==> src/rtl/core/llfm_pkg.sv <==
// Shared types and constants of the LED layer frame mixer.
// Used by the shared divide unit and by the top level; depends on nothing.
`default_nettype none

package llfm_pkg;

  // Damping factor, unsigned 10.8 fixed point.
  localparam int FACTOR_W = 18;
  localparam logic [FACTOR_W-1:0] FACTOR_ONE = 18'd256;
  localparam logic [FACTOR_W-1:0] FACTOR_HIT = 18'd256000;

  // Shared divide unit datapath widths. The mixed byte never exceeds 255,
  // so eight quotient bits suffice.
  localparam int REM_W  = 22;
  localparam int DEN_W  = 26;
  localparam int QUO_W  = 8;
  localparam int STEP_W = 5;

  localparam logic [STEP_W-1:0] MIX_STEPS = 5'd8;

  // Decay by 0.9 as a reciprocal multiplication: factor * 9 * ceil(2^25 / 10)
  // shifted right by 25 equals floor(factor * 9 / 10) over the factor's range.
  localparam int                     DECAY_MUL_W = 25;
  localparam int                     DECAY_SHIFT = 25;
  localparam logic [DECAY_MUL_W-1:0] DECAY_MUL   = 25'd30198996;

  typedef struct packed {
    logic              start;
    logic [STEP_W-1:0] steps;
  } div_ctl_t;

  typedef struct packed {
    logic busy;
    logic done;
  } div_sts_t;

endpackage

`default_nettype wire

==> src/rtl/core/llfm_div_unit.sv <==
// Shared restoring divide unit: one compare and subtract per cycle.
// Depends on llfm_pkg for widths and the control and status structs.
`default_nettype none

module llfm_div_unit
  import llfm_pkg::*;
(
  input  wire logic             clk,
  input  wire logic             rst_n,
  input  wire div_ctl_t         ctl,
  input  wire logic [REM_W-1:0] num,
  input  wire logic [DEN_W-1:0] den,
  output div_sts_t              sts,
  output logic      [QUO_W-1:0] quo
);

  logic              busy_r, busy_nxt;
  logic              done_r, done_nxt;
  logic [STEP_W-1:0] cnt_r, cnt_nxt;
  logic [REM_W-1:0]  rem_r, rem_nxt;
  logic [DEN_W-1:0]  den_r, den_nxt;
  logic [QUO_W-1:0]  quo_r, quo_nxt;
  logic              take;

  // The divisor arrives pre-shifted to the top quotient bit and walks right.
  assign take = ({{(DEN_W-REM_W){1'b0}}, rem_r} >= den_r);

  always_comb begin
    busy_nxt = busy_r;
    done_nxt = 1'b0;
    cnt_nxt  = cnt_r;
    rem_nxt  = rem_r;
    den_nxt  = den_r;
    quo_nxt  = quo_r;
    if (ctl.start) begin
      busy_nxt = 1'b1;
      cnt_nxt  = ctl.steps;
      rem_nxt  = num;
      den_nxt  = den;
      quo_nxt  = '0;
    end else if (busy_r) begin
      if (take) begin
        rem_nxt = rem_r - den_r[REM_W-1:0];
      end
      quo_nxt = {quo_r[QUO_W-2:0], take};
      den_nxt = {1'b0, den_r[DEN_W-1:1]};
      cnt_nxt = cnt_r - 1'b1;
      if (cnt_r == 5'd1) begin
        busy_nxt = 1'b0;
        done_nxt = 1'b1;
      end
    end
  end

  always_ff @(posedge clk) begin
    if (!rst_n) begin
      busy_r <= 1'b0;
      done_r <= 1'b0;
      cnt_r  <= '0;
    end else begin
      busy_r <= busy_nxt;
      done_r <= done_nxt;
      cnt_r  <= cnt_nxt;
    end
    rem_r <= rem_nxt;
    den_r <= den_nxt;
    quo_r <= quo_nxt;
  end

  assign sts.busy = busy_r;
  assign sts.done = done_r;
  assign quo      = quo_r;

endmodule

`default_nettype wire

==> config.mk <==
export PLATFORM = sky130hd
export DESIGN_NAME = llfm_div_unit
export DESIGN_NICKNAME = d
export VERILOG_FILES = /design/src/rtl/core/llfm_pkg.sv /design/src/rtl/core/llfm_div_unit.sv
export SDC_FILE = /design/constraint.sdc
export NUM_CORES = 1
export LEC_CHECK = 0
export CELL_PAD_IN_SITES_DETAIL_PLACEMENT = 1
export CELL_PAD_IN_SITES_GLOBAL_PLACEMENT = 2
export CORE_MARGIN = 10
export CORE_UTILIZATION = 39
export DETAILED_ROUTE_END_ITERATION = 8
export DONT_BUFFER_PORTS = 1
export GPL_ROUTABILITY_DRIVEN = 0
export GPL_TIMING_DRIVEN = 1
export PLACE_DENSITY = 0.79
export SLEW_MARGIN = 10
export SYNTH_ARGS = -nofsm -noshare
export SYNTH_HDL_FRONTEND = slang
export SYNTH_SLANG_ARGS = --single-unit
export TNS_END_PERCENT = 50
==> constraint.sdc <==
create_clock -name clk -period 3.6 [get_ports clk]
set_input_delay 0.54 -clock clk [delete_from_list [all_inputs] [get_ports clk]]
set_output_delay 0.54 -clock clk [all_outputs]
set_load 0.05 [all_outputs]
==> results.yml <==
routing:
  drt-met1-wl_um: 4610
  num_vias: 2972
  ant_nets: 0
  dr.pass1.iters: 4
  dr_wl_met2_um: 4620
  wl_met3_um: 743
  routedWlPerCell_um: 18.4
  drc: 0
  drt_iter0_markers: 130
  vias_per_cell: 5.40
  drt_wl_total_um: 10100
  highest_layer: "met4"
final_layout:
  layout-drive-gt1-share: 0.0815
  areaGrowthSynthToFinish_pct: 7.70
  nFillCells: 1171
  num_antenna_cells: 0
  fin_nets: 493
sta:
  skew_ps: 8.71
  min_period_ps: 2640
  worst_slew_pin_slew_ps: 737
  hold_violations: 0
  whs_ps: 314
  relSlewSlack: 0.509
  setup_tns_ps: 0
  grt_setup_unrepaired: "false"
  period_share: 0.733
  slew_viol_final: 0
  final-setup-viol-count: 0
  setup_ws_ps: 961
  fmax_mhz: 379
clock_tree:
  cts_hold_buf: 0
  cts_setup_buffers: 0
  cts.path.max_buffers: 2
  tritoncts: "yes"
  cts_root_buffer: "clkbuf_8"
  clk_pin_slew_ps: 60
  ctsResizeCount: 0
  cts_made_buffers: 9
  cts.sinks: 63
  cts-htree-levels: 3
  clk_latency_ps: 340
setup_path:
  cp.required_ps: 3640
  critPathCaptureType: "flop"
  cp-start-kind: "flop"
  cp_num_buf_inv: 1
  slowest_stage: "fa_1"
  critical_path.max_stage_delay_ps: 450
  arrival_ps: 2670
  critical_path_class: "flop to flop"
  crit_fanout: 11
  cp_top_family: "compound AO/OA/AOI/OAI gates"
  worstPathCellList: "ha_1 -> fa_1 -> nor2b_4 -> o31a_1 -> o21ai_4 -> a21oi_2 -> o211a_1 -> o21ai_0 -> nand2_1 -> buf_4"
logic_synthesis:
  ys_types: 61
  synth-xor-area-share: 0.0266
  synth_nets: 502
  synth_area_um2: 3950
  synthAdderAreaFrac: 0.0811
  seq_area_frac_synth: 0.441
  synthSimpleGateAreaFrac: 0.147
  synth.ff_latch_count: 63
  synth_top_cell_area_share: 0.365
  yosys-top-cells-count: "nand2_1 (61), edfxtp_1 (48), o21ai_0 (43)"
  synth.avg_cell_area_um2: 9.38
  synthMuxAreaShare: 0.0371
  synth_top_flop_cell: "edfxtp_1"
  synth-compound-area-share: 0.211
  synth_warnings: 0
  synth_top_cell_by_area: "edfxtp_1"
  async_flop_share: 0
  syn-instance-count: 421
  synth.most_common_cell: "nand2_1"
  synthTopCellsByArea: "edfxtp_1 (36%), dfxtp_1 (7.6%), ha_1 (7.6%)"
  synth_edf_count: 48
  synth_top_family_by_area: "compound AO/OA/AOI/OAI gates"
floorplan:
  die_w_um: 121
  io_pins: 66
  initial_core_util: 0.402
  fp.dieH_um: 121
  fp-row-count: 36
  core-area_um2: 9820
  die-area_um2: 14600
pwr:
  vdd_ir_drop_max_mv: 0.214
  power_density_nw_per_um2: 545
  power_leakage_nw: 1.75
place:
  hpwl_um: 7440
  pre_cts_slack_ps: 977
  io_buffers: 0
global_route:
  grt-ovfl-total: 0
  grt_pass1_wl_um: 16800
  antenna_found_initial: 0
  grt_max_degree: 108
  grt_pass1_vias: 3169
  track_usage: 0.143
run_status:
  status: "completed"
hold_path:
  hold_path.class: "input port to flop"
job:
  drv_cap: 0
layer usage:
layer,vias to the layer above,GRT usage
met2,65,0.228
met3,11,0.0568
met5,-,0
li1,1487,-
met4,0,0.0490
met1,1409,0.171
final cells by class:
class | instances | area, um^2 | share of cell area
Multi-Input combinational cell | 303 | 1980 | 0.466
Sequential cell | 63 | 1740 | 0.409
Clock buffer | 14 | 184 | 0.0432
Tap cell | 133 | 166 | 0.0391
Inverter | 32 | 120 | 0.0282
Clock inverter | 2 | 35.0 | 0.00824
Timing Repair Buffer | 3 | 22.5 | 0.00529
kinds of logic after synthesis:
logic type | count (synthesis)
adder cells (fa/ha/maj) | 25
buffers and inverters | 55
XOR/XNOR | 12
AND/OR/NAND/NOR | 125
AO/OA/AOI/OAI | 127
flip-flops | 63
multiplexers | 14
registers in the layout (all words and copies together) (netlist names):
name	flops
done_r	1
den_r	26
cnt_r	5
rem_r	22
busy_r	1
quo	8
placed cells by master (no fill, tap or decap), types with 3 or more instances in the layout:
cell / netlist / layout
nand2_1: 61 / 61
edfxtp_1: 48 / 48
o21ai_0: 43 / 43
inv_1: 32 / 32
a21oi_1: 25 / 25
ha_1: 24 / 24
nor2_1: 19 / 19
a21o_1: 17 / 17
dfxtp_1: 15 / 15
nor3_1: 12 / 12
clkbuf_8: 0 / 11
mux2i_1: 9 / 9
xnor2_1: 8 / 8
nand3_1: 5 / 5
and2_1: 5 / 5
nor2b_1: 5 / 5
mux2_2: 5 / 5
o21a_1: 4 / 4
o31ai_1: 4 / 4
o211a_1: 4 / 4
a211oi_1: 4 / 4
xor2_1: 4 / 4
nand4_1: 3 / 3
nand2b_1: 3 / 3
buf_4: 2 / 3
power by group:
group	total (mW)	leakage (nW)	internal [mW]	switching [mW]
sequential	0.920	0.606	0.886	0.0335
clock	0.673	0.112	0.399	0.274
combinational	0.724	1.03	0.298	0.426
path summary, 6_finish.rpt:
check	startpoint	to	slack (ps)	depth (start not counted)
worst max-delay path	den_r[0]	rem_r[0]	960	10
worst min-delay path	ctl[5]	done_r	310	1
worst max register to register	den_r[0]	rem_r[0]	960	10
worst min register to register	den_r[24]	den_r[23]	600	1
through the flow:
step           instances  power (mW)  utilization  cell area (um^2)
2_1_floorplan        421        1.51            -              3950
3_3_place_gp         534        1.64        0.411              4040
3_5_place_dp         534        1.66        0.411              4040
4_1_cts              550        2.35        0.433              4250
5_1_grt              550        2.49        0.433              4250
6_report             550        2.32        0.433              4250
worst reg2reg max path, delay by kind of cell (launching register included):
kind | cells | cell delay [ps]
buffers and inverters | 1 | 240
and+or+nand+nor | 2 | 260
adders and majority gates | 2 | 680
DFF | 1 | 370
AOI/OAI and AO/OA | 5 | 780
Power figures use the tool's default switching activity.
